`src/rtl/core/text_console_char_engine_assert.svh`:
```
// ----------------------------------------------------------------------------
// Text console character engine assertion macros
// Shared concurrent assertion forms for the engine's modules.
// ----------------------------------------------------------------------------
`ifndef TEXT_CONSOLE_CHAR_ENGINE_ASSERT_SVH
`define TEXT_CONSOLE_CHAR_ENGINE_ASSERT_SVH

// The consequent must hold in the same cycle as the antecedent.
`define TCCE_ASSERT_NOW(lbl, ante, cons) \
    lbl: assert property (@(posedge i_clk) disable iff (!i_rst_n) (ante) |-> (cons)) \
        else $error("tcce assertion failed");

// The consequent must hold in the cycle after the antecedent.
`define TCCE_ASSERT_NEXT(lbl, ante, cons) \
    lbl: assert property (@(posedge i_clk) disable iff (!i_rst_n) (ante) |=> (cons)) \
        else $error("tcce assertion failed");

`endif

```
`src/rtl/core/tcce_pkg.sv`:
```
// ----------------------------------------------------------------------------
// Text console character engine package
// Widths, codes, control store contents and the dispatch decoder.
// ----------------------------------------------------------------------------
package tcce_pkg;

    localparam int COL_W = 7;
    localparam int ROW_W = 6;
    localparam int NUM_W = 16;

    localparam logic [7:0] MAX_COLUMNS = 8'd128;
    localparam logic [6:0] MAX_LINES   = 7'd64;
    localparam logic [7:0] TAB_WIDTH   = 8'd8;

    localparam logic [7:0] RESET_COLUMNS = 8'd80;
    localparam logic [6:0] RESET_ROWS    = 7'd30;

    localparam logic CFG_SCREEN_COLUMNS = 1'b0;
    localparam logic CFG_SCREEN_ROWS    = 1'b1;

    localparam logic [2:0] OP_WRITE  = 3'd0;
    localparam logic [2:0] OP_SCROLL = 3'd1;
    localparam logic [2:0] OP_CLEAR  = 3'd2;
    localparam logic [2:0] OP_ERASE  = 3'd3;
    localparam logic [2:0] OP_CURSOR = 3'd4;

    localparam logic [1:0] PH_IDLE = 2'd0;
    localparam logic [1:0] PH_ESC  = 2'd1;
    localparam logic [1:0] PH_CSI  = 2'd2;

    localparam logic [7:0] CH_BS    = 8'h08;
    localparam logic [7:0] CH_TAB   = 8'h09;
    localparam logic [7:0] CH_LF    = 8'h0a;
    localparam logic [7:0] CH_CR    = 8'h0d;
    localparam logic [7:0] CH_ESC   = 8'h1b;
    localparam logic [7:0] CH_FIRST = 8'h20;
    localparam logic [7:0] CH_SPACE = 8'h20;
    localparam logic [7:0] CH_0     = 8'h30;
    localparam logic [7:0] CH_9     = 8'h39;
    localparam logic [7:0] CH_H     = 8'h48;
    localparam logic [7:0] CH_J     = 8'h4a;
    localparam logic [7:0] CH_K     = 8'h4b;
    localparam logic [7:0] CH_LBR   = 8'h5b;

    localparam logic [NUM_W-1:0] NUM_MAX = 16'hffff;
    localparam logic [NUM_W-1:0] NUM_CLEAR_ALL = 16'd2;

    // Emit selects.
    localparam logic [2:0] EM_NONE        = 3'd0;
    localparam logic [2:0] EM_WRITE_BYTE  = 3'd1;
    localparam logic [2:0] EM_WRITE_SPACE = 3'd2;
    localparam logic [2:0] EM_ERASE       = 3'd3;
    localparam logic [2:0] EM_SCROLL      = 3'd4;
    localparam logic [2:0] EM_CLEAR       = 3'd5;
    localparam logic [2:0] EM_CURSOR      = 3'd6;
    localparam logic [2:0] EM_SCR_OR_CUR  = 3'd7;

    // Last-of-run selects.
    localparam logic [1:0] LS_YES   = 2'd0;
    localparam logic [1:0] LS_NOSCR = 2'd1;
    localparam logic [1:0] LS_TAB   = 2'd2;

    // Cursor operations.
    localparam logic [2:0] CUR_KEEP = 3'd0;
    localparam logic [2:0] CUR_HOME = 3'd1;
    localparam logic [2:0] CUR_CR   = 3'd2;
    localparam logic [2:0] CUR_BS   = 3'd3;
    localparam logic [2:0] CUR_ADV  = 3'd4;
    localparam logic [2:0] CUR_TAB  = 3'd5;
    localparam logic [2:0] CUR_LF   = 3'd6;

    // Escape parser operations.
    localparam logic [2:0] ES_KEEP  = 3'd0;
    localparam logic [2:0] ES_IDLE  = 3'd1;
    localparam logic [2:0] ES_ESC   = 3'd2;
    localparam logic [2:0] ES_CSI   = 3'd3;
    localparam logic [2:0] ES_DIGIT = 3'd4;

    // Jump conditions.
    localparam logic [1:0] JC_NEXT = 2'd0;
    localparam logic [1:0] JC_SCR  = 2'd1;
    localparam logic [1:0] JC_MORE = 2'd2;

    // Control store addresses.
    localparam logic [3:0] UA_CTRL      = 4'd0;
    localparam logic [3:0] UA_ESC       = 4'd1;
    localparam logic [3:0] UA_ESC_OTHER = 4'd2;
    localparam logic [3:0] UA_CSI_OPEN  = 4'd3;
    localparam logic [3:0] UA_DIGIT     = 4'd4;
    localparam logic [3:0] UA_CLEAR     = 4'd5;
    localparam logic [3:0] UA_HOME      = 4'd6;
    localparam logic [3:0] UA_ERASE     = 4'd7;
    localparam logic [3:0] UA_CR        = 4'd8;
    localparam logic [3:0] UA_BS        = 4'd9;
    localparam logic [3:0] UA_LF        = 4'd10;
    localparam logic [3:0] UA_PRINT     = 4'd11;
    localparam logic [3:0] UA_TAB       = 4'd12;
    localparam logic [3:0] UA_TLOOP     = 4'd13;
    localparam logic [3:0] UA_TTAIL     = 4'd14;
    localparam logic [3:0] UA_SCROLL    = 4'd15;

    typedef struct packed {
        logic [2:0] emit;
        logic [1:0] last;
        logic [2:0] cur;
        logic [2:0] esc;
        logic       wcinc;
        logic [1:0] jc;
        logic [3:0] target;
        logic       fin;
    } t_uword;

    typedef struct packed {
        t_uword word;
        logic   fire;
    } t_dp_ctl;

    typedef struct packed {
        logic       out_free;
        logic       scr;
        logic       more;
        logic [1:0] phase;
        logic       num_two;
    } t_dp_stat;

    function automatic t_uword mk_word(input logic [2:0] emit, input logic [1:0] last,
                                       input logic [2:0] cur, input logic [2:0] esc,
                                       input logic wcinc, input logic [1:0] jc,
                                       input logic [3:0] target, input logic fin);
        t_uword w;
        w.emit   = emit;
        w.last   = last;
        w.cur    = cur;
        w.esc    = esc;
        w.wcinc  = wcinc;
        w.jc     = jc;
        w.target = target;
        w.fin    = fin;
        return w;
    endfunction

    function automatic t_uword ucode_word(input logic [3:0] addr);
        t_uword w;
        case (addr)
            UA_CTRL:      w = mk_word(EM_CURSOR, LS_YES, CUR_KEEP, ES_KEEP, 1'b0,
                                      JC_NEXT, UA_CTRL, 1'b1);
            UA_ESC:       w = mk_word(EM_CURSOR, LS_YES, CUR_KEEP, ES_ESC, 1'b0,
                                      JC_NEXT, UA_ESC, 1'b1);
            UA_ESC_OTHER: w = mk_word(EM_CURSOR, LS_YES, CUR_KEEP, ES_IDLE, 1'b0,
                                      JC_NEXT, UA_ESC_OTHER, 1'b1);
            UA_CSI_OPEN:  w = mk_word(EM_CURSOR, LS_YES, CUR_KEEP, ES_CSI, 1'b0,
                                      JC_NEXT, UA_CSI_OPEN, 1'b1);
            UA_DIGIT:     w = mk_word(EM_CURSOR, LS_YES, CUR_KEEP, ES_DIGIT, 1'b0,
                                      JC_NEXT, UA_DIGIT, 1'b1);
            UA_CLEAR:     w = mk_word(EM_CLEAR, LS_YES, CUR_KEEP, ES_IDLE, 1'b0,
                                      JC_NEXT, UA_CLEAR, 1'b1);
            UA_HOME:      w = mk_word(EM_CURSOR, LS_YES, CUR_HOME, ES_IDLE, 1'b0,
                                      JC_NEXT, UA_HOME, 1'b1);
            UA_ERASE:     w = mk_word(EM_ERASE, LS_YES, CUR_KEEP, ES_IDLE, 1'b0,
                                      JC_NEXT, UA_ERASE, 1'b1);
            UA_CR:        w = mk_word(EM_CURSOR, LS_YES, CUR_CR, ES_KEEP, 1'b0,
                                      JC_NEXT, UA_CR, 1'b1);
            UA_BS:        w = mk_word(EM_CURSOR, LS_YES, CUR_BS, ES_KEEP, 1'b0,
                                      JC_NEXT, UA_BS, 1'b1);
            UA_LF:        w = mk_word(EM_SCR_OR_CUR, LS_YES, CUR_LF, ES_KEEP, 1'b0,
                                      JC_NEXT, UA_LF, 1'b1);
            UA_PRINT:     w = mk_word(EM_WRITE_BYTE, LS_NOSCR, CUR_ADV, ES_KEEP, 1'b0,
                                      JC_SCR, UA_SCROLL, 1'b1);
            UA_TAB:       w = mk_word(EM_NONE, LS_YES, CUR_TAB, ES_KEEP, 1'b0,
                                      JC_NEXT, UA_TAB, 1'b0);
            UA_TLOOP:     w = mk_word(EM_WRITE_SPACE, LS_TAB, CUR_KEEP, ES_KEEP, 1'b1,
                                      JC_MORE, UA_TLOOP, 1'b0);
            UA_TTAIL:     w = mk_word(EM_NONE, LS_YES, CUR_KEEP, ES_KEEP, 1'b0,
                                      JC_SCR, UA_SCROLL, 1'b1);
            UA_SCROLL:    w = mk_word(EM_SCROLL, LS_YES, CUR_KEEP, ES_KEEP, 1'b0,
                                      JC_NEXT, UA_SCROLL, 1'b1);
            default:      w = mk_word(EM_NONE, LS_YES, CUR_KEEP, ES_KEEP, 1'b0,
                                      JC_NEXT, UA_CTRL, 1'b1);
        endcase
        return w;
    endfunction

    // Selects the routine that handles one byte.
    function automatic logic [3:0] dispatch(input logic [7:0] ch, input logic [1:0] phase,
                                            input logic num_two);
        logic [3:0] a;
        a = UA_CTRL;
        if (phase == PH_ESC) begin
            a = (ch == CH_LBR) ? UA_CSI_OPEN : UA_ESC_OTHER;
        end else if (phase != PH_IDLE) begin
            if (ch inside {[CH_0:CH_9]}) begin
                a = UA_DIGIT;
            end else begin
                case (ch)
                    CH_J:    a = num_two ? UA_CLEAR : UA_ESC_OTHER;
                    CH_H:    a = UA_HOME;
                    CH_K:    a = UA_ERASE;
                    default: a = UA_ESC_OTHER;
                endcase
            end
        end else begin
            case (ch)
                CH_ESC:  a = UA_ESC;
                CH_LF:   a = UA_LF;
                CH_CR:   a = UA_CR;
                CH_BS:   a = UA_BS;
                CH_TAB:  a = UA_TAB;
                default: a = (ch < CH_FIRST) ? UA_CTRL : UA_PRINT;
            endcase
        end
        return a;
    endfunction

endpackage

```
`src/rtl/core/tcce_seq.sv`:
```
// ----------------------------------------------------------------------------
// Text console character engine sequencer
// Step counter over the control store, with dispatch and conditional jumps.
// ----------------------------------------------------------------------------
`include "text_console_char_engine_assert.svh"

module tcce_seq (
    input  logic               i_clk,
    input  logic               i_rst_n,
    input  logic               i_in_valid,
    input  logic [7:0]         i_char_byte,
    input  tcce_pkg::t_dp_stat i_stat,
    output logic               o_in_ready,
    output logic               o_start,
    output tcce_pkg::t_dp_ctl  o_ctl
);
    import tcce_pkg::*;

    logic       r_busy;
    logic       n_busy;
    logic [3:0] r_pc;
    logic [3:0] n_pc;
    t_uword     word;
    logic       fire;
    logic       take;

    assign word       = ucode_word(r_pc);
    assign fire       = r_busy && ((word.emit == EM_NONE) || i_stat.out_free);
    assign o_in_ready = !r_busy;
    assign o_start    = i_in_valid && !r_busy;
    assign o_ctl.word = word;
    assign o_ctl.fire = fire;

    always_comb begin
        case (word.jc)
            JC_SCR:  take = i_stat.scr;
            JC_MORE: take = i_stat.more;
            default: take = 1'b0;
        endcase
    end

    always_comb begin
        n_busy = r_busy;
        n_pc   = r_pc;
        if (o_start) begin
            n_busy = 1'b1;
            n_pc   = dispatch(i_char_byte, i_stat.phase, i_stat.num_two);
        end else if (fire) begin
            if (take) begin
                n_pc = word.target;
            end else if (word.fin) begin
                n_busy = 1'b0;
            end else begin
                n_pc = r_pc + 4'd1;
            end
        end
    end

    always_ff @(posedge i_clk) begin
        if (!i_rst_n) begin
            r_busy <= 1'b0;
            r_pc   <= UA_CTRL;
        end else begin
            r_busy <= n_busy;
            r_pc   <= n_pc;
        end
    end

    `TCCE_ASSERT_NEXT(a_stall_holds, r_busy && !fire, r_busy && $stable(r_pc))
    `TCCE_ASSERT_NEXT(a_last_ends_item,
                      fire && (word.emit != EM_NONE) && (word.last == LS_YES), !r_busy)

endmodule

```
`src/rtl/core/tcce_datapath.sv`:
```
// ----------------------------------------------------------------------------
// Text console character engine datapath
// Cursor and escape state, tab span, and the registered result stage.
// ----------------------------------------------------------------------------
`include "text_console_char_engine_assert.svh"

module tcce_datapath (
    input  logic                         i_clk,
    input  logic                         i_rst_n,
    input  logic                         i_start,
    input  logic [7:0]                   i_char_byte,
    input  logic [7:0]                   i_ncols,
    input  logic [6:0]                   i_nrows,
    input  tcce_pkg::t_dp_ctl            i_ctl,
    input  logic                         i_out_ready,
    output tcce_pkg::t_dp_stat           o_stat,
    output logic                         o_out_valid,
    output logic [2:0]                   o_op_kind,
    output logic [tcce_pkg::COL_W-1:0]   o_target_col,
    output logic [tcce_pkg::ROW_W-1:0]   o_target_row,
    output logic [7:0]                   o_glyph_code,
    output logic [tcce_pkg::COL_W-1:0]   o_cursor_col_out,
    output logic [tcce_pkg::ROW_W-1:0]   o_cursor_row_out,
    output logic                         o_last_of_run
);
    import tcce_pkg::*;

    logic [COL_W-1:0] r_col, n_col, r_wcol, clp_col;
    logic [ROW_W-1:0] r_row, n_row, r_wrow, clp_row, lf_row;
    logic [7:0]       r_end, n_end;
    logic             r_scr, n_scr, lf_scr;
    logic [7:0]       r_byte;
    logic [1:0]       r_phase;
    logic [NUM_W-1:0] r_num;
    logic [19:0]      num_next;
    logic [7:0]       ncols_m1, adv, tab_e;
    logic [6:0]       nrows_m1, row_inc;
    logic             more;
    logic             emit_fire;

    logic             r_ov;
    logic [2:0]       r_kind, n_kind;
    logic [COL_W-1:0] r_tcol, n_tcol, r_ccol;
    logic [ROW_W-1:0] r_trow, n_trow, r_crow;
    logic [7:0]       r_glyph, n_glyph;
    logic             r_last, n_last;

    assign ncols_m1 = i_ncols - 8'd1;
    assign nrows_m1 = i_nrows - 7'd1;
    assign clp_col  = ({1'b0, r_col} >= i_ncols) ? ncols_m1[COL_W-1:0] : r_col;
    assign clp_row  = ({1'b0, r_row} >= i_nrows) ? nrows_m1[ROW_W-1:0] : r_row;

    assign row_inc  = {1'b0, r_wrow} + 7'd1;
    assign lf_scr   = (row_inc >= i_nrows);
    assign lf_row   = lf_scr ? nrows_m1[ROW_W-1:0] : row_inc[ROW_W-1:0];
    assign adv      = {1'b0, r_wcol} + 8'd1;
    assign tab_e    = (({1'b0, r_wcol} / TAB_WIDTH) + 8'd1) * TAB_WIDTH;
    assign more     = (adv != r_end);
    assign num_next = ({4'd0, r_num} << 3) + ({4'd0, r_num} << 1)
                    + {16'd0, r_byte[3:0] - CH_0[3:0]};

    always_comb begin
        n_col = r_col;
        n_row = r_row;
        n_scr = r_scr;
        n_end = r_end;
        if (i_ctl.fire) begin
            case (i_ctl.word.cur)
                CUR_HOME: begin
                    n_col = '0;
                    n_row = '0;
                end
                CUR_CR: n_col = '0;
                CUR_BS: n_col = (r_wcol != '0) ? r_wcol - 7'd1 : '0;
                CUR_ADV: begin
                    if (adv >= i_ncols) begin
                        n_col = '0;
                        n_row = lf_row;
                        n_scr = lf_scr;
                    end else begin
                        n_col = adv[COL_W-1:0];
                    end
                end
                CUR_TAB: begin
                    if (tab_e >= i_ncols) begin
                        n_end = i_ncols;
                        n_col = '0;
                        n_row = lf_row;
                        n_scr = lf_scr;
                    end else begin
                        n_end = tab_e;
                        n_col = tab_e[COL_W-1:0];
                    end
                end
                CUR_LF: begin
                    n_col = '0;
                    n_row = lf_row;
                    n_scr = lf_scr;
                end
                default: ;
            endcase
        end
    end

    always_comb begin
        n_kind  = OP_CURSOR;
        n_tcol  = '0;
        n_trow  = '0;
        n_glyph = '0;
        case (i_ctl.word.emit)
            EM_WRITE_BYTE: begin
                n_kind  = OP_WRITE;
                n_tcol  = r_wcol;
                n_trow  = r_wrow;
                n_glyph = r_byte;
            end
            EM_WRITE_SPACE: begin
                n_kind  = OP_WRITE;
                n_tcol  = r_wcol;
                n_trow  = r_wrow;
                n_glyph = CH_SPACE;
            end
            EM_ERASE: begin
                n_kind  = OP_ERASE;
                n_tcol  = r_wcol;
                n_trow  = r_wrow;
                n_glyph = CH_SPACE;
            end
            EM_SCROLL:     n_kind = OP_SCROLL;
            EM_CLEAR:      n_kind = OP_CLEAR;
            EM_SCR_OR_CUR: n_kind = n_scr ? OP_SCROLL : OP_CURSOR;
            default:       n_kind = OP_CURSOR;
        endcase
        case (i_ctl.word.last)
            LS_NOSCR: n_last = !n_scr;
            LS_TAB:   n_last = !more && !n_scr;
            default:  n_last = 1'b1;
        endcase
    end

    assign emit_fire = i_ctl.fire && (i_ctl.word.emit != EM_NONE);

    always_ff @(posedge i_clk) begin
        if (!i_rst_n) begin
            r_col   <= '0;
            r_row   <= '0;
            r_phase <= PH_IDLE;
            r_num   <= '0;
            r_scr   <= 1'b0;
            r_ov    <= 1'b0;
        end else begin
            if (i_start) begin
                r_col <= clp_col;
                r_row <= clp_row;
                r_scr <= 1'b0;
            end else begin
                r_col <= n_col;
                r_row <= n_row;
                r_scr <= n_scr;
            end
            if (i_ctl.fire) begin
                case (i_ctl.word.esc)
                    ES_IDLE: r_phase <= PH_IDLE;
                    ES_ESC:  r_phase <= PH_ESC;
                    ES_CSI: begin
                        r_phase <= PH_CSI;
                        r_num   <= '0;
                    end
                    ES_DIGIT: r_num <= (num_next > {4'd0, NUM_MAX}) ? NUM_MAX
                                                                     : num_next[NUM_W-1:0];
                    default: ;
                endcase
            end
            if (emit_fire) begin
                r_ov <= 1'b1;
            end else if (i_out_ready) begin
                r_ov <= 1'b0;
            end
        end
    end

    always_ff @(posedge i_clk) begin
        if (i_start) begin
            r_wcol <= clp_col;
            r_wrow <= clp_row;
            r_byte <= i_char_byte;
        end else if (i_ctl.fire && i_ctl.word.wcinc) begin
            r_wcol <= adv[COL_W-1:0];
        end
        r_end <= n_end;
        if (emit_fire) begin
            r_kind  <= n_kind;
            r_tcol  <= n_tcol;
            r_trow  <= n_trow;
            r_glyph <= n_glyph;
            r_ccol  <= n_col;
            r_crow  <= n_row;
            r_last  <= n_last;
        end
    end

    assign o_stat.out_free = !r_ov || i_out_ready;
    assign o_stat.scr      = n_scr;
    assign o_stat.more     = more;
    assign o_stat.phase    = r_phase;
    assign o_stat.num_two  = (r_num == NUM_CLEAR_ALL);

    assign o_out_valid      = r_ov;
    assign o_op_kind        = r_kind;
    assign o_target_col     = r_tcol;
    assign o_target_row     = r_trow;
    assign o_glyph_code     = r_glyph;
    assign o_cursor_col_out = r_ccol;
    assign o_cursor_row_out = r_crow;
    assign o_last_of_run    = r_last;

    `TCCE_ASSERT_NOW(a_tab_in_span, i_ctl.fire && i_ctl.word.wcinc, {1'b0, r_wcol} < r_end)

endmodule

```
`src/rtl/core/text_console_char_engine.sv`:
```
// ----------------------------------------------------------------------------
// Text console character engine
// Turns console bytes into screen commands and cursor updates.
// ----------------------------------------------------------------------------
// Input items are bytes on i_in_valid / o_in_ready with i_char_byte. Each byte
// yields one or more result items on o_out_valid / i_out_ready; the final one
// has o_last_of_run set, and every item carries the cursor after the byte.
// A microcoded sequencer steps through a short routine per byte, one control
// word per cycle; each word may drive one item into the output register.
// The first item comes from the routine's first word, except for a tab, whose
// first word only sets the tab span and emits nothing. A printable byte that
// scrolls emits its write and then a scroll, and a tab writes spaces up to
// the next tab stop or the line end, then a scroll if the cursor wrapped past
// the bottom row. A new byte is taken once the last word of the previous
// routine has issued. When the receiver stalls, a word that emits waits
// until the output register is free, and the engine holds its step.
// Reset homes the cursor, clears the escape parser and sets the screen to
// 80 columns by 30 rows. Configuration writes through i_cfg_we take effect
// at once; the user must make them while the engine is idle (not enforced).
// ----------------------------------------------------------------------------
module text_console_char_engine (
    input  logic                         i_clk,
    input  logic                         i_rst_n,
    input  logic                         i_cfg_we,
    input  logic                         i_cfg_index,
    input  logic [7:0]                   i_cfg_wdata,
    input  logic                         i_in_valid,
    output logic                         o_in_ready,
    input  logic [7:0]                   i_char_byte,
    output logic                         o_out_valid,
    input  logic                         i_out_ready,
    output logic [2:0]                   o_op_kind,
    output logic [tcce_pkg::COL_W-1:0]   o_target_col,
    output logic [tcce_pkg::ROW_W-1:0]   o_target_row,
    output logic [7:0]                   o_glyph_code,
    output logic [tcce_pkg::COL_W-1:0]   o_cursor_col_out,
    output logic [tcce_pkg::ROW_W-1:0]   o_cursor_row_out,
    output logic                         o_last_of_run
);
    import tcce_pkg::*;

    logic [7:0] r_cols;
    logic [6:0] r_rows;
    logic [7:0] ncols;
    logic [6:0] nrows;
    logic       start;
    t_dp_ctl    ctl;
    t_dp_stat   stat;

    always_ff @(posedge i_clk) begin
        if (!i_rst_n) begin
            r_cols <= RESET_COLUMNS;
            r_rows <= RESET_ROWS;
        end else if (i_cfg_we) begin
            case (i_cfg_index)
                CFG_SCREEN_COLUMNS: r_cols <= i_cfg_wdata;
                CFG_SCREEN_ROWS:    r_rows <= i_cfg_wdata[6:0];
                default: ;
            endcase
        end
    end

    assign ncols = (r_cols == 8'd0) ? 8'd1 : ((r_cols > MAX_COLUMNS) ? MAX_COLUMNS : r_cols);
    assign nrows = (r_rows == 7'd0) ? 7'd1 : ((r_rows > MAX_LINES) ? MAX_LINES : r_rows);

    tcce_seq u_seq (
        .i_clk       (i_clk),
        .i_rst_n     (i_rst_n),
        .i_in_valid  (i_in_valid),
        .i_char_byte (i_char_byte),
        .i_stat      (stat),
        .o_in_ready  (o_in_ready),
        .o_start     (start),
        .o_ctl       (ctl)
    );

    tcce_datapath u_datapath (
        .i_clk            (i_clk),
        .i_rst_n          (i_rst_n),
        .i_start          (start),
        .i_char_byte      (i_char_byte),
        .i_ncols          (ncols),
        .i_nrows          (nrows),
        .i_ctl            (ctl),
        .i_out_ready      (i_out_ready),
        .o_stat           (stat),
        .o_out_valid      (o_out_valid),
        .o_op_kind        (o_op_kind),
        .o_target_col     (o_target_col),
        .o_target_row     (o_target_row),
        .o_glyph_code     (o_glyph_code),
        .o_cursor_col_out (o_cursor_col_out),
        .o_cursor_row_out (o_cursor_row_out),
        .o_last_of_run    (o_last_of_run)
    );

endmodule
```
`config.mk`:
```
export PLATFORM = sky130hd
export DESIGN_NAME = text_console_char_engine
export DESIGN_NICKNAME = d
export VERILOG_FILES = /design/src/rtl/core/tcce_pkg.sv /design/src/rtl/core/tcce_seq.sv /design/src/rtl/core/tcce_datapath.sv /design/src/rtl/core/text_console_char_engine.sv
export VERILOG_INCLUDE_DIRS = /design/src /design/src/rtl/core
export SDC_FILE = /design/constraint.sdc
export NUM_CORES = 1
export LEC_CHECK = 0
export BUFFER_PORTS_ARGS = -buffer_cell sky130_fd_sc_hd__buf_4
export CORE_AREA = 2 2 123 125
export CTS_CLUSTER_DIAMETER = 50
export DETAILED_ROUTE_END_ITERATION = 12
export DIE_AREA = 0 0 125 127
export PLACE_DENSITY = 0.76
export SLEW_MARGIN = 20
export SYNTH_ARGS = -nofsm -noshare
export SYNTH_HDL_FRONTEND = slang
export SYNTH_SLANG_ARGS = --single-unit
```
`constraint.sdc`:
```
create_clock -name i_clk -period 6.6 [get_ports i_clk]
set_clock_uncertainty 0.05 [all_clocks]
set_input_delay 1.32 -clock i_clk [delete_from_list [all_inputs] [get_ports i_clk]]
set_output_delay 1.32 -clock i_clk [all_outputs]
set_load 0.05 [all_outputs]
```
## Yosys cells after proc, flatten, opt, wreduce, memory -nomap -nowiden

Memory sizes are Yosys's and may differ from the RTL's. A register that Yosys moved wholly into a read port is not among the register bits.
Cells that the tools add are included.

- Bits in registers: 120
- Bits in read-only memories: 304
- Input bits: 22
- Memories kept: 1

Memories:

| memory | words | width | read ports | clocked after memory_dff | write ports | RTL line | source |
|---|---|---|---|---|---|---|---|
| (name not given) | 16 | 19 | 1 | 1 | 0 | tcce_pkg.sv:144 | `case (addr)` |

- Add/sub/neg operators: 9
- Order comparisons: 11
- Equal/unequal tests: 34
- Mux-type cells: 53
- Bitwise gates (word level): 2
- Reductions and logical operators: 36

Operators with widths:

| operator | count |
|---|---|
| two-way mux 7 bit | 10 |
| two-way mux 4 bit | 10 |
| two-way mux 6 bit | 6 |
| equality test 8 x 4 -> 1 bit (second input constant) | 4 |
| equality test 8 x 7 -> 1 bit (second input constant) | 4 |
| one-hot mux 16 bit (2 select lines) | 1 |
| one-hot mux 7 bit (4 select lines) | 1 |
| two-way mux 8 bit | 3 |
| one-hot mux 6 bit (4 select lines) | 1 |
| equality test 3 bit (second input constant) | 7 |
| adder 19 x 17 -> 20 bit | 1 |
| adder 20 x 4 -> 20 bit | 1 |
| greater-than comparator 20 x 16 -> 1 bit (second input constant) | 1 |
| one-hot mux 4 bit (5 select lines) | 1 |
| equality test 3 x 2 -> 1 bit (second input constant) | 6 |
| equality test 16 x 2 -> 1 bit (second input constant) | 1 |
| >= comparator 8 bit | 2 |
| two-way mux 16 bit | 1 |
| one-hot mux 8 bit (2 select lines) | 1 |
| one-hot mux 3 bit (5 select lines) | 1 |
| subtractor 7 x 1 -> 7 bit (second input constant) | 2 |
| one-hot mux 4 bit (3 select lines) | 1 |
| AND reduction 2 bit | 6 |
| nonzero test 2 bit | 6 |
| other kinds (37) | 67 |

## Longest topological paths before layout

Gate-level depths: netlist (run 1).

- Depth in word-level cells: 13
- Gate-level depth with buffers: 18
- Mapped depth without buffers: 17

## By module

Synthesis (run 1) repeated with hierarchy kept, for this count alone.

- Cell total of the unflattened synthesis: 948
- Area, all modules: 8794.7 um^2

Modules (own cells, without submodules):

| module | times used | cells an instance | area each (um^2) | seq. area each (um^2) |
|---|---|---|---|---|
| tcce_datapath | 1 | 710 | 6911.6 | 2672.6 |
| tcce_seq | 1 | 149 | 1217.4 | 440.4 |
| text_console_char_engine | 1 | 89 | 665.6 | 300.3 |

## Worst setup path before layout (run 1)

Ideal clock, no wire load.

- Path type: register to register
- Start point: register u_datapath.r_wcol[0]
- End point: register, netlist name u_seq.word[18]
- Setup time: 0.123 ns
- Data arrival time: 3.613 ns
- Required time: 6.427 ns
- Path slack: 2.814 ns
- Stages on the path, launching flop included: 17
- Path through: edfxtp_1 ha_1 and3_1 xnor2_1 ha_1 nand3_1 nand2b_1 o211a_1 buf_2 o311a_4 a21oi_1 a31o_2 mux2_2 buf_6 and2_4 nor4b_2 a21oi_1

- Cells in the longest elaborated chain, start to end: 11
- Elaborated cells on any way between the ends: 14
- Classes of those cells: add/sub (1); order compare (1); eq/ne (2); mux (9); reduce/logical (1)

Ends and longest elaborated chain:

| what | RTL line | source |
|---|---|---|
| from (decl) | tcce_datapath.sv:28 | `logic [COL_W-1:0] r_col, n_col, r_wcol, clp_col;` |
| from (signal assigned) | tcce_datapath.sv:184 | `r_wcol <= clp_col;` |
| from (signal assigned) | tcce_datapath.sv:188 | `r_wcol <= adv[COL_W-1:0];` |
| adder 7 x 1 -> 8 bit * | tcce_datapath.sv:56 | `assign adv = {1'b0, r_wcol} + 8'd1;` |
| >= comparator 8 bit | tcce_datapath.sv:76 | `if (adv >= i_ncols) begin` |
| two-way mux 1 bit | tcce_datapath.sv:76 |  |
| one-hot mux 1 bit (3 select lines) | tcce_datapath.sv:68 | `case (i_ctl.word.cur)` |
| two-way mux 1 bit | tcce_datapath.sv:67 | `if (i_ctl.fire) begin` |
| one-hot mux 1 bit (2 select lines) * | tcce_seq.sv:35 | `case (word.jc)` |
| two-way mux 4 bit | tcce_seq.sv:49 | `if (take) begin` |
| two-way mux 4 bit | tcce_seq.sv:48 | `end else if (fire) begin` |
| two-way mux 4 bit | tcce_seq.sv:45 | `if (o_start) begin` |
| two-way mux 4 bit (no line) * (2 in a row) | - |  |

Mark *: on every way between the ends. The rest lies on a longest branch, timed or not. The select of a mux whose other input is x is not followed.
A chain may end at the register's enable or synchronous reset.

## Worst setup path in the final report (run 1)

- Start point: register u_datapath.r_wcol[2]
- End point: register, netlist name u_seq.word[17]

- Cells in the longest elaborated chain, start to end: 11
- Elaborated cells on any way between the ends: 14
- Classes of those cells: add/sub (1); order compare (1); eq/ne (2); mux (9); reduce/logical (1)

Ends and longest elaborated chain:

| what | RTL line |
|---|---|
| adder 7 x 1 -> 8 bit * | tcce_datapath.sv:56 |
| >= comparator 8 bit | tcce_datapath.sv:76 |
| two-way mux 1 bit | tcce_datapath.sv:76 |
| one-hot mux 1 bit (3 select lines) | tcce_datapath.sv:68 |
| two-way mux 1 bit | tcce_datapath.sv:67 |
| one-hot mux 1 bit (2 select lines) * | tcce_seq.sv:35 |
| two-way mux 4 bit | tcce_seq.sv:49 |
| two-way mux 4 bit | tcce_seq.sv:48 |
| two-way mux 4 bit | tcce_seq.sv:45 |
| two-way mux 4 bit (no line) * (2 in a row) | - |

Marks and branches as above.

==> results of run 1 <==
[cell usage in the layout (no fill, tap or decap), types with 4 or more instances in the layout]
master,count
sky130_fd_sc_hd__o21a_1,13
sky130_fd_sc_hd__nand4_1,6
sky130_fd_sc_hd__mux2i_1,5
sky130_fd_sc_hd__bufinv_16,4
sky130_fd_sc_hd__a22o_1,6
sky130_fd_sc_hd__xnor2_1,26
sky130_fd_sc_hd__o31ai_1,5
sky130_fd_sc_hd__o21ai_0,56
sky130_fd_sc_hd__nor4_1,6
sky130_fd_sc_hd__mux2_2,8
sky130_fd_sc_hd__o21ai_1,4
sky130_fd_sc_hd__a21o_1,23
sky130_fd_sc_hd__nor3_1,28
sky130_fd_sc_hd__inv_1,41
sky130_fd_sc_hd__a31oi_1,13
sky130_fd_sc_hd__edfxtp_1,67
sky130_fd_sc_hd__and3_1,7
sky130_fd_sc_hd__a211oi_1,7
sky130_fd_sc_hd__buf_4,63
sky130_fd_sc_hd__a21oi_1,47
sky130_fd_sc_hd__nand3_1,28
sky130_fd_sc_hd__dfxtp_1,70
sky130_fd_sc_hd__nand2b_1,12
sky130_fd_sc_hd__ha_1,82
sky130_fd_sc_hd__o211ai_1,10
sky130_fd_sc_hd__clkbuf_16,17
sky130_fd_sc_hd__and2_1,25
sky130_fd_sc_hd__nor2_1,70
sky130_fd_sc_hd__nor2b_1,10
sky130_fd_sc_hd__xor2_1,12
sky130_fd_sc_hd__clkinv_2,5
sky130_fd_sc_hd__nand2_1,114
[flip-flops by register name, summed over array words and instances (netlist names), 7 cells and up]
name                         flops
u_seq.word                      17
u_datapath.r_num                16
r_cols                           8
u_datapath.o_glyph_code          8
u_datapath.r_byte                8
u_datapath.r_end                 8
r_rows                           7
u_datapath.o_cursor_col_out      7
u_datapath.o_target_col          7
u_datapath.r_col                 7
u_datapath.r_wcol                7
[power by group through the flow]
stage,sequential (mW),combinational [mW],clock (mW)
floorplan,1.04,0.273,0
global placement,1.00,0.420,0
detailed placement,1.00,0.426,0
CTS,0.987,0.432,0.996
global route,0.993,0.482,1.04
finish,0.988,0.439,0.991
[tightest hold or removal path, cell delays in order, from the launching register on]
cell and delay [ns]:
sky130_fd_sc_hd__dfxtp_1 0.33, sky130_fd_sc_hd__nand2_1 0.06, sky130_fd_sc_hd__a21oi_1 0.05
[cell type report]
cell class | instances | area [um2]
clock buffers | 17 | 425
flip-flops and latches | 137 | 3410
repair buffers | 64 | 493
inverters | 41 | 154
fillers | 1189 | 4730
well taps | 184 | 230
multi-input cells | 702 | 4800
clock inverters | 15 | 181
[cells by family after synthesis]
| family | share of synthesized area [%] |
|---|---|
| adder cells (fa/ha/maj) | 12.5 |
| AO/OA/AOI/OAI | 17.8 |
| multiplexers | 1.65 |
| flip-flops | 40.1 |
| AND/OR/NAND/NOR | 19.4 |
| buffers and inverters | 3.62 |
| XOR/XNOR | 4.91 |
[through the flow]
stage	power, mW	area (um2)	setup slack [ns]
finish	2.42	9700	2.07
global route	2.51	9700	1.82
CTS	2.41	9680	2.17
detailed placement	1.43	9070	2.22
global placement	1.42	9070	2.27
floorplan	1.31	8510	2.81
[metal layers]
layer / global-route usage [%] / vias to the layer above
li1: - / 3403
met1: 37.1 / 3290
met2: 40.2 / 253
met3: 5.15 / 34
met4: 9.08 / 0
met5: 0 / -
[worst paths after layout]
path	end	slack (ns)	cells past startpoint
setup / recovery	u_seq.word[17]$_DFF_P_	2.07	14
hold / removal	r_rows[0]$_SDFFE_PN0P_	0.44	2
setup reg to reg	u_seq.word[17]$_DFF_P_	2.07	14
hold reg to reg	r_rows[0]$_SDFFE_PN0P_	0.44	2
==> metrics.md, run 1 <==
| Metric | Value |
|---|---|
| Run status | completed |
| Number of warnings reported in the yosys synthesis log | 0 |
| Crit start category | flop |
| Clock sink count | 137 |
| Cell taking the most area after synthesis | sky130_fd_sc_hd__edfxtp_1 |
| Count of nets after finishing | approximately 1100 |
| Met2 routed WL | 9260 um |
| Worst hold-check slack | 0.443 ns |
| Global-route wire length before repair | approximately 33000 um |
| Cell count after synthesis | just over 900 |
| Maximum count of clock buffers along a single path | 2 |
| Sequential share of power | about two fifths |
| Later-pin clock latency in the skew report | ~0.42 ns |
| Logic gate share of total power | around 18% |
| Reg clk slew, reported paths | about 0.060 ns |
| RSZ-0062 raised after global routing | false |
| CP max-delay cell | sky130_fd_sc_hd__o211ai_1 |
| Detailed-placement wirelength estimate | between 10000 and 15000 um |
| Element type at the critical path end | flop |
| Number of hold buffers added after CTS | 0 |
| Startpoint of the worst register-to-register path | u_datapath.r_wcol[2]$_DFFE_PP_ |
| Sum of routed wire length over all layers | between 20000 and 25000 um |
| Synthesis-to-finish area growth | 14.0% |
| Leakage Power | roughly 4 nW |
| Detailed-route wire length per cell | approximately 17 um |
| CP Cell Sequence | and3_1 -> nand2_1 -> xnor2_1 -> ha_1 -> nand3_1 -> nand2b_1 -> o211a_1 -> o311a_4 -> a21oi_1 -> a31oi_1 -> o211ai_1 -> or3b_1 -> o21ai_1 -> a21boi_2 |
| Leftover overflow at the end of global routing | 0 |
| Clock tree root driver cell | sky130_fd_sc_hd__clkbuf_16 |
| Count of buffer and inverter cells on the critical path | 0 |
| Cell family contributing the most delay on the critical path | compound AO/OA/AOI/OAI gates |
| Fraction of power consumed by the clock network | between 40% and 50% |
| Max-capacitance violation count | 0 |
| Kind of path behind the tightest hold check | reg -> reg |
| Largest cells by area after synthesis | sky130_fd_sc_hd__edfxtp_1, sky130_fd_sc_hd__dfxtp_1, sky130_fd_sc_hd__ha_1, sky130_fd_sc_hd__nand2_1, sky130_fd_sc_hd__o21ai_0 |
| CTS tree | yes |
| Final period util | 68.6% |
| Full die area | 0.0159 mm2 |
| Number of buffers created by CTS | 17 |
| Sum Neg Setup Slack | 0 ns |
| Number of setup buffers added after CTS | 0 |
| Final number of setup-violating endpoints | 0 |
| Critical path data arrival time | around 4.8 ns |
| Met3 wire length | 1230 um |
| Total global routing track utilization | 26.1% |
| Top cell type's share of synthesized area | 23.6% |
| Met1 Routed Length | about 9400 um |
| Path type of the worst setup path | reg -> reg |
| Number of antenna violations at the first check in global routing | 0 |
| Switching power | between 600 and 700 uW |
| Maximum clock rate | 221 MHz |
| Antenna diode instance count | 0 |
| Min Clock Period, post-route | approximately 4.5 ns |
| Number of violations reported at the end of detailed-routing iteration 0 | 608 |
| Row cnt | 44 |
| Fin. Hold Viols | 0 |
| Cell-internal power | 1.73 mW |
| I/O pin cnt | 62 |
| Horizontal die dimension | 125 um |
| Highest net fanout along the worst path | 11 |
| Req. time, crit path | 6.86 ns |
| Register area share after synthesis | 40.1% |
| Net switching share of the total power | 28.2% |
| Residual DRC count | 0 |
| Total of flip-flops plus latches after synthesis | between 100 and 150 |
| Most common cell in the netlist | sky130_fd_sc_hd__nand2_1 |
| Top sig layer | met4 |
| Vert. Die Dim | 127 um |
| CP Launch Point | u_datapath.r_wcol[2]$_DFFE_PP_ |
| Antenna Violating Nets Remaining | 0 |
| Worst hold path startpoint | r_rows[0]$_SDFFE_PN0P_ |
| Resized cells post-CTS | 0 |
| Share of async-settable or async-resettable flops after synthesis | 0% |
| Top cells by instance count after synthesis | sky130_fd_sc_hd__nand2_1, sky130_fd_sc_hd__ha_1, sky130_fd_sc_hd__nor2_1, sky130_fd_sc_hd__dfxtp_1, sky130_fd_sc_hd__edfxtp_1 |
| Max transition margin | between 30% and 40% |
| Post-synthesis net count | 1019 |
| # port buffers | 61 |
| Primary FF master, synth | sky130_fd_sc_hd__dfxtp_1 |
| Final std cells w/o fill | roughly 1200 |
| Power density cells | between 200 and 250 mW/mm2 |
| Transition time of the tightest slew-check pin | between 1 and 1.5 ns |
| Initial Utilization | 59.0% |
| Number of library cell types mapped by synthesis | 84 |
| EDFF count, synth | 67 |
| Worst path max stage delay | roughly 0.70 ns |
| Synthesized area per cell | 9.32 um2 |
| Maximum ir drop on the vdd rail | ~0.00019 V |
| Number of global-route vias before repair | 6633 |
| Final Util | 67.2% |
| Maximum number of pins on one net before global-route repair | 39 |
| Routability congestion estimate | 0.909 |
| First-pass iteration count of the detailed router | 5 |
| Post-synthesis instance area | between 0.008 and 0.009 mm2 |
| Via count normalized by instance count | approximately 6.0 |
| Core region area | between 0.01 and 0.015 mm2 |
| Total via count after detailed routing | roughly 7000 |
| Number of H-tree levels | 4 |
| Placed cells | about 1100 |
| Final-report max-slew violation count | 0 |
| Share of post-route cells with drive strength above 1 | roughly an eighth |
Power figures use the tool's default switching activity.
==> run 2: changes to the inputs <==
--- a/config.mk
+++ b/config.mk
@@ -7,11 +7,11 @@
 export NUM_CORES = 1
 export LEC_CHECK = 0
 export BUFFER_PORTS_ARGS = -buffer_cell sky130_fd_sc_hd__buf_4
-export CORE_AREA = 2 2 123 125
+export CORE_AREA = 2 2 128 130
 export CTS_CLUSTER_DIAMETER = 50
 export DETAILED_ROUTE_END_ITERATION = 12
-export DIE_AREA = 0 0 125 127
-export PLACE_DENSITY = 0.76
+export DIE_AREA = 0 0 130 132
+export PLACE_DENSITY = 0.74
 export SLEW_MARGIN = 20
 export SYNTH_ARGS = -nofsm -noshare
 export SYNTH_HDL_FRONTEND = slang
==> constraint.sdc (replaced) <==
create_clock -name i_clk -period 3.63 [get_ports i_clk]
set_clock_uncertainty 0.05 [all_clocks]
set_input_delay 0.726 -clock i_clk [delete_from_list [all_inputs] [get_ports i_clk]]
set_output_delay 0.726 -clock i_clk [all_outputs]
set_load 0.05 [all_outputs]
==> run 2 against run 1 <==
Net effect: the flow now finishes with violations (negative setup slack); final cell count is 10% higher; total power rose by 98%; critical path depth rose by 2; die area increased by 8.1%; core utilization is 3.0 points higher; cell area rose by 14%.
==> metrics.md, run 2 (synthesis gave the netlist of run 1 again) <==
| Metric | Value |
|---|---|
| Setup ws final | -0.192 ns |
| Transition time of the tightest slew-check pin | 0.866 ns |
| Worst path max stage delay | about 0.49 ns |
| Number of buffers created by CTS | 17 |
| Detailed-route wire length per cell | 18.0 um |
| Startpoint of the worst register-to-register path | u_datapath.r_wcol[4]$_DFFE_PP_ |
| Most frequent standard cell in the layout excluding fill and tap cells | sky130_fd_sc_hd__buf_4 |
| Number of hold buffers added after CTS | 0 |
| Crit start category | flop |
| Kind of path behind the tightest hold check | reg -> reg |
| Worst hold path startpoint | r_rows[0]$_SDFFE_PN0P_ |
| CP Cell Sequence | nand3_2 -> xnor2_2 -> ha_1 -> a21o_1 -> a211oi_2 -> o21ai_1 -> a32o_2 -> a211oi_4 -> buf_4 -> buf_6 -> o2111ai_2 -> nand3_4 -> a21oi_4 -> buf_12 -> xnor2_4 -> o31ai_1 |
| Reg2Reg Depth | 16 |
| Element type at the critical path end | flop |
| Worst-case register-to-register setup slack | -0.19 ns |
| Clock sink count | 137 |
| Antenna Violating Nets Remaining | 0 |
| Leakage Power | about 4.7 nW |
| Full die area | 0.0172 mm2 |
| Final-report max-slew violation count | 0 |
| Final number of setup-violating endpoints | 13 |
| Max transition margin | 42.0% |
| Clock tree root driver cell | sky130_fd_sc_hd__clkbuf_16 |
| Maximum ir drop on the vdd rail | around 0.00039 V |
| Antenna diode instance count | 0 |
| Maximum number of pins on one net before global-route repair | 25 |
| Max reg flops | 17 |
| Leftover overflow at the end of global routing | 0 |
| I/O pin cnt | 62 |
| Commonest non-fill, non-tap cells in the layout | sky130_fd_sc_hd__buf_4, sky130_fd_sc_hd__nand2_1, sky130_fd_sc_hd__ha_1 |
| Via count normalized by instance count | 5.86 |
| Global-route wire length before repair | ~35000 um |
| Horizontal die dimension | 130 um |
| Synthesis-to-finish area growth | 29.7% |
| Detailed-placement wirelength estimate | 15100 um |
| Maximum count of clock buffers along a single path | 2 |
| CP max-delay cell | sky130_fd_sc_hd__edfxtp_1 |
| Number of violations reported at the end of detailed-routing iteration 0 | around 680 |
| Destination of the worst register-to-register timing path | u_seq.word[11]$_DFF_P_ |
| Residual DRC count | 0 |
| Reg clk slew, reported paths | ~0.060 ns |
| Run status | complete, but fails checks |
| Maximum clock rate | around 260 MHz |
| Standard cell area after detailed placement | roughly 0.0095 mm2 |
| Share of post-route cells with drive strength above 1 | 26.9% |
| Total global routing track utilization | around a quarter |
| Pre-CTS setup slack | -0.0784 ns |
| Path type of the worst setup path | reg -> reg |
| Min Clock Period, post-route | 3.82 ns |
| Number of global-route vias before repair | 6993 |
| Row cnt | 46 |
| First-pass iteration count of the detailed router | 6 |
| RSZ-0062 raised after global routing | true |
| Highest net fanout along the worst path | 7 |
| Critical path data arrival time | slightly above 4 ns |
| # port buffers | just over 60 |
| Fin. Hold Viols | 0 |
| Final period util | 105% |
| Number of instances on the worst hold path | 2 |
| Later-pin clock latency in the skew report | approximately 0.42 ns |
| Vert. Die Dim | roughly 130 um |
| Count of nets after finishing | between 1000 and 1500 |
| Power density cells | about 430 mW/mm2 |
| Initial Utilization | between 50% and 60% |
| Violated checks | negative setup slack |
| Req. time, crit path | roughly 4 ns |
| Number of H-tree levels | 4 |
| Endpoint of the worst hold path | r_rows[0]$_SDFFE_PN0P_ |
| Routability congestion estimate | around 0.94 |
| Max-capacitance violation count | 0 |
| CTS tree | yes |
| Sum of routed wire length over all layers | ~23000 um |
| Total via count after detailed routing | 7477 |
| Number of antenna violations at the first check in global routing | 0 |
| Core region area | between 0.015 and 0.02 mm2 |
| Design area | 0.0110 mm2 |
[run 2: changes by cell type in the layout (fill, tap and decap cells not counted), moves of 6 or more]
cell	before	now
sky130_fd_sc_hd__buf_4	63	134
sky130_fd_sc_hd__buf_6	0	9
sky130_fd_sc_hd__ha_1	82	73
sky130_fd_sc_hd__ha_4	0	8
sky130_fd_sc_hd__inv_1	41	35
sky130_fd_sc_hd__nand2_1	114	107
sky130_fd_sc_hd__xnor2_1	26	18
[run 2: critical path, delay by kind of cell, from the launching register on]
family                     cells  cell delay, ns
AOI/OAI and AO/OA              8            1.76
xor gates and xnor gates       2            0.32
adders and majority gates      1            0.33
buffers and inverters          3            0.46
DFF                            1            0.49
and+or+nand+nor                2            0.30
[run 2: how the worst max path moves through the flow]
stage | slack (ns) | end | cells after the start | startpoint
after global placement | 0.02 | u_seq.word[16]$_DFF_P_ | 17 | r_cols[1]$_SDFFE_PN0P_
after CTS | -0.007 | u_seq.word[17]$_DFF_P_ | 13 | u_datapath.r_wcol[4]$_DFFE_PP_
after floorplan | -0.007 | u_seq.word[18]$_DFF_P_ | 16 | u_datapath.r_wcol[0]$_DFFE_PP_
final | -0.19 | u_seq.word[11]$_DFF_P_ | 16 | u_datapath.r_wcol[4]$_DFFE_PP_
after detailed placement | -0.08 | u_seq.word[17]$_DFF_P_ | 15 | r_cols[1]$_SDFFE_PN0P_
after global routing | -0.29 | u_seq.word[11]$_DFF_P_ | 16 | u_datapath.r_wcol[3]$_DFFE_PP_
[run 2: final cells by class]
cell class	count	area, um2
clock buffers	18	429
clock inverters	14	220
fillers	1102	4670
inverters	41	169
multi-input cells	702	5330
flip-flops and latches	137	3410
well taps	216	270
repair buffers	148	1210
[run 2: layer usage]
| metal | share of wire [%] | GRT usage [%] | vias up |
|---|---|---|---|
| li1 | - | - | 3583 |
| met1 | 43 | 34.9 | 3534 |
| met2 | 49 | 41.8 | 321 |
| met3 | 7.2 | 5.48 | 39 |
| met4 | 1.7 | 6.57 | 0 |
| met5 | 0 | 0 | - |
[run 2: power by group]
part / internal, mW / switching, mW / total (mW)
Sequential: 1.72 / 0.0623 / 1.78
Combinational: 0.469 / 0.629 / 1.10
Clock: 1.22 / 0.683 / 1.91
[run 2: stage by stage]
stage / instances / utilization [%] / total power [mW] / setup TNS [ns] / hold WS, ns
2_1_floorplan: 913 / - / 2.39 / -0.00665 / 0.397
3_3_place_gp: 1207 / 60.7 / 2.66 / 0 / 0.431
4_1_cts: 1257 / 66.5 / 4.62 / -0.00730 / 0.446
3_5_place_dp: 1207 / 60.7 / 2.67 / -0.193 / 0.436
6_report: 1276 / 70.3 / 4.79 / -1.23 / 0.446
5_1_grt: 1276 / 70.3 / 4.95 / -3.11 / 0.459
[run 2: repair_timing]
action	CTS	global route
gates resized for setup	24	90
pin swaps	15	31
setup buffers	17	19
setup endpoints to repair	7	36
cloned	1	0
==> run 3: changes to the inputs <==
--- a/config.mk
+++ b/config.mk
@@ -6,6 +6,7 @@
 export SDC_FILE = /design/constraint.sdc
 export NUM_CORES = 1
 export LEC_CHECK = 0
+export ABC_AREA = 1
 export BUFFER_PORTS_ARGS = -buffer_cell sky130_fd_sc_hd__buf_4
 export CORE_AREA = 2 2 128 130
 export CTS_CLUSTER_DIAMETER = 50
==> run 3 against run 2 <==
Net effect: the run now ends clean; core utilization is 4.8 points lower; clock power is 5% lower; die area stayed put; sequential share of layout area is 2.3 points higher; critical path type unchanged; largest cell class unchanged; highest routed layer unchanged.
==> metrics.md, run 3 <==
| Metric | Value |
|---|---|
| Design area | slightly above 0.01 mm2 |
| Top cells by instance count after synthesis | sky130_fd_sc_hd__nand2_1, sky130_fd_sc_hd__inv_1, sky130_fd_sc_hd__nor2_1, sky130_fd_sc_hd__ha_1, sky130_fd_sc_hd__a21oi_1 |
| Most frequent standard cell in the layout excluding fill and tap cells | sky130_fd_sc_hd__nand2_1 |
| Synthesis-to-finish area growth | 20.4% |
| Setup ws final | around 0.24 ns |
| Residual DRC count | 0 |
| Later-pin clock latency in the skew report | around 0.43 ns |
| Worst hold path startpoint | i_char_byte[6] |
| Via count normalized by instance count | approximately 5.3 |
| Share of post-route cells with drive strength above 1 | 17.8% |
| CTS tree | yes |
| Final Util | 65.5% |
| Number of antenna violations at the first check in global routing | 0 |
| Number of instances on the worst hold path | 1 |
| Worst-case register-to-register setup slack | ~0.24 ns |
| EDFF count, synth | 67 |
| Power density cells | between 400 and 500 mW/mm2 |
| Count of nets after finishing | around 1300 |
| Path type of the worst setup path | reg -> reg |
| Critical path data arrival time | 3.67 ns |
| Synthesized area per cell | between 8 and 9 um2 |
| Commonest non-fill, non-tap cells in the layout | sky130_fd_sc_hd__nand2_1, sky130_fd_sc_hd__inv_1, sky130_fd_sc_hd__nor2_1 |
| Min Clock Period, post-route | roughly 3.4 ns |
| Number of H-tree levels | 4 |
| Number of violations reported at the end of detailed-routing iteration 0 | slightly below 600 |
| Highest net fanout along the worst path | 9 |
| Share of async-settable or async-resettable flops after synthesis | 0% |
| Max-capacitance violation count | 0 |
| First-pass iteration count of the detailed router | 7 |
| Full die area | approximately 0.017 mm2 |
| Number of global-route vias before repair | around 7300 |
| Total global routing track utilization | ~25% |
| Detailed-route wire length per cell | 14.9 um |
| Number of warnings reported in the yosys synthesis log | 0 |
| # port buffers | 61 |
| Element type at the critical path end | flop |
| Placed cells | approximately 1300 |
| Crit start category | flop |
| Sequential share of power | 38.2% |
| Logic gate share of total power | between 20 and 25% |
| Row cnt | 46 |
| Maximum ir drop on the vdd rail | about 0.00037 V |
| Primary FF master, synth | sky130_fd_sc_hd__dfxtp_1 |
| Req. time, crit path | just under 4 ns |
| Initial Utilization | 54.4% |
| Number of buffers created by CTS | 17 |
| Total of flip-flops plus latches after synthesis | roughly 140 |
| Final period util | between 90 and 100% |
| Core region area | around 0.016 mm2 |
| Fraction of power consumed by the clock network | 37.4% |
| Antenna diode instance count | 0 |
| Startpoint of the worst register-to-register path | u_datapath.r_wcol[4]$_DFFE_PP_ |
| Top cell type's share of synthesized area | around a quarter |
| Global-route wire length before repair | approximately 34000 um |
| Reg clk slew, reported paths | ~0.07 ns |
| Standard cell area after detailed placement | ~0.0094 mm2 |
| Fin. Hold Viols | 0 |
| Post-synthesis instance area | roughly 0.0085 mm2 |
| Detailed-placement wirelength estimate | about 15000 um |
| Sum of routed wire length over all layers | about 21000 um |
| Switching power | 1.57 mW |
| Kind of path behind the tightest hold check | in -> reg |
| Largest cells by area after synthesis | sky130_fd_sc_hd__edfxtp_1, sky130_fd_sc_hd__dfxtp_1, sky130_fd_sc_hd__ha_1, sky130_fd_sc_hd__nand2_1, sky130_fd_sc_hd__inv_1 |
| Final-report max-slew violation count | 0 |
| Final std cells w/o fill | 1397 |
| Max reg flops | 17 |
| Clock sink count | approximately 140 |
| Worst hold-check slack | ~0.43 ns |
| I/O pin cnt | 62 |
| Register area share after synthesis | between 30% and 40% |
| Destination of the worst register-to-register timing path | u_seq.word[16]$_DFF_P_ |
| Max transition margin | between 50% and 60% |
| Reg2Reg Depth | 25 |
| Routability congestion estimate | 0.908 |
| Final number of setup-violating endpoints | 0 |
| Clock tree root driver cell | sky130_fd_sc_hd__clkbuf_16 |
| Leftover overflow at the end of global routing | 0 |
| Cell count after synthesis | ~1100 |
| Leakage Power | roughly 4.8 nW |
| Most common cell in the netlist | sky130_fd_sc_hd__nand2_1 |
| Transition time of the tightest slew-check pin | ~0.75 ns |
| Maximum number of pins on one net before global-route repair | 29 |
| Maximum clock rate | roughly 300 MHz |
| Antenna Violating Nets Remaining | 0 |
| Cell taking the most area after synthesis | sky130_fd_sc_hd__edfxtp_1 |
| Post-synthesis net count | 1170 |
| Run status | completed |
| Vert. Die Dim | 132 um |
| Endpoint of the worst hold path | u_datapath.r_byte[6]$_DFFE_PP_ |
| Cell-internal power | 3.28 mW |
| Maximum count of clock buffers along a single path | 2 |
| Pre-CTS setup slack | about 0.097 ns |
| Horizontal die dimension | about 130 um |
| Net switching share of the total power | roughly 32% |
| Number of library cell types mapped by synthesis | 47 |
| Total via count after detailed routing | approximately 7500 |
## run 3: per-stage QoR
step           power, mW  TNS (ns)
6_report            4.85         0
5_1_grt             5.07   -0.0826
4_1_cts             4.77         0
3_5_place_dp        2.97         0
3_3_place_gp        2.95         0
2_1_floorplan       2.65         0
## run 3: repair_timing
| item | CTS | global route |
|---|---|---|
| setup buffers | 0 | 17 |
| hold buffers | 0 | 0 |
| resized for setup | 0 | 43 |
| setup endpoints to repair | 0 | 19 |
## run 3: power by group through the flow
| stage | Sequential (mW) | Combinational (mW) | Clock, mW |
|---|---|---|---|
| floorplan | 1.98 | 0.668 | 0 |
| detailed placement | 1.88 | 1.09 | 0 |
| CTS | 1.85 | 1.10 | 1.82 |
| global placement | 1.88 | 1.07 | 0 |
| global route | 1.86 | 1.31 | 1.89 |
| finish | 1.85 | 1.19 | 1.81 |
## run 3: layer usage
metal | track usage (%) | up-vias | routed length, um
li1 | - | 3763 | -
met1 | 29.7 | 3413 | 8610
met2 | 44.1 | 242 | 10800
met3 | 4.34 | 41 | 993
met4 | 9.80 | 0 | 462
met5 | 0 | - | 0
## run 3: how the worst max path moves through the flow
stage | startpoint | endpoint | slack (ns)
floorplan | u_datapath.r_wcol[0]$_DFFE_PP_ | u_seq.word[11]$_DFF_P_ | 0.47
global placement | u_datapath.r_wcol[4]$_DFFE_PP_ | u_seq.word[11]$_DFF_P_ | 0.22
global route | u_datapath.r_wrow[0]$_DFFE_PP_ | u_seq.word[16]$_DFF_P_ | -0.03
CTS | u_datapath.r_wcol[4]$_DFFE_PP_ | u_seq.word[18]$_DFF_P_ | 0.05
detailed placement | u_datapath.r_wcol[4]$_DFFE_PP_ | u_seq.word[18]$_DFF_P_ | 0.1
finish | u_datapath.r_wcol[4]$_DFFE_PP_ | u_seq.word[16]$_DFF_P_ | 0.24
## run 3: kinds of logic after synthesis
kind of cell	Yosys count	synth area share (%)
fa+ha+maj	84	12.5
compound gates	205	13.6
xor+xnor	40	4.28
simple gates	424	21.9
flops	137	40.0
buf+inv	174	7.82
## run 3: critical path: stages, from the launching register on
cell	delay, ns
sky130_fd_sc_hd__edfxtp_1	0.44
sky130_fd_sc_hd__ha_1	0.23
sky130_fd_sc_hd__nand2_1	0.12
sky130_fd_sc_hd__inv_2	0.05
sky130_fd_sc_hd__nand2_2	0.09
sky130_fd_sc_hd__inv_1	0.05
sky130_fd_sc_hd__ha_1	0.30
sky130_fd_sc_hd__nand2_1	0.08
sky130_fd_sc_hd__inv_1	0.05
sky130_fd_sc_hd__a21oi_2	0.18
sky130_fd_sc_hd__nand2_4	0.10
sky130_fd_sc_hd__a21boi_1	0.16
sky130_fd_sc_hd__nand2_2	0.09
sky130_fd_sc_hd__nand2_2	0.07
sky130_fd_sc_hd__nand2_2	0.07
sky130_fd_sc_hd__nand2_2	0.09
sky130_fd_sc_hd__nand2_4	0.06
sky130_fd_sc_hd__nand2_4	0.10
sky130_fd_sc_hd__nand3_4	0.08
sky130_fd_sc_hd__nand2_4	0.13
sky130_fd_sc_hd__inv_4	0.06
sky130_fd_sc_hd__nand2_2	0.08
sky130_fd_sc_hd__nand3_4	0.14
sky130_fd_sc_hd__inv_4	0.14
sky130_fd_sc_hd__nand2_2	0.09
sky130_fd_sc_hd__o22ai_1	0.18
## run 3: area by class of cell
class	count	area, um2
tap	216	270
timing repair buffer	105	808
inverter	154	588
clock inverter	15	191
clock buffer	17	425
sequential	137	3420
fill	1322	5430
multi-input combinational	753	4590
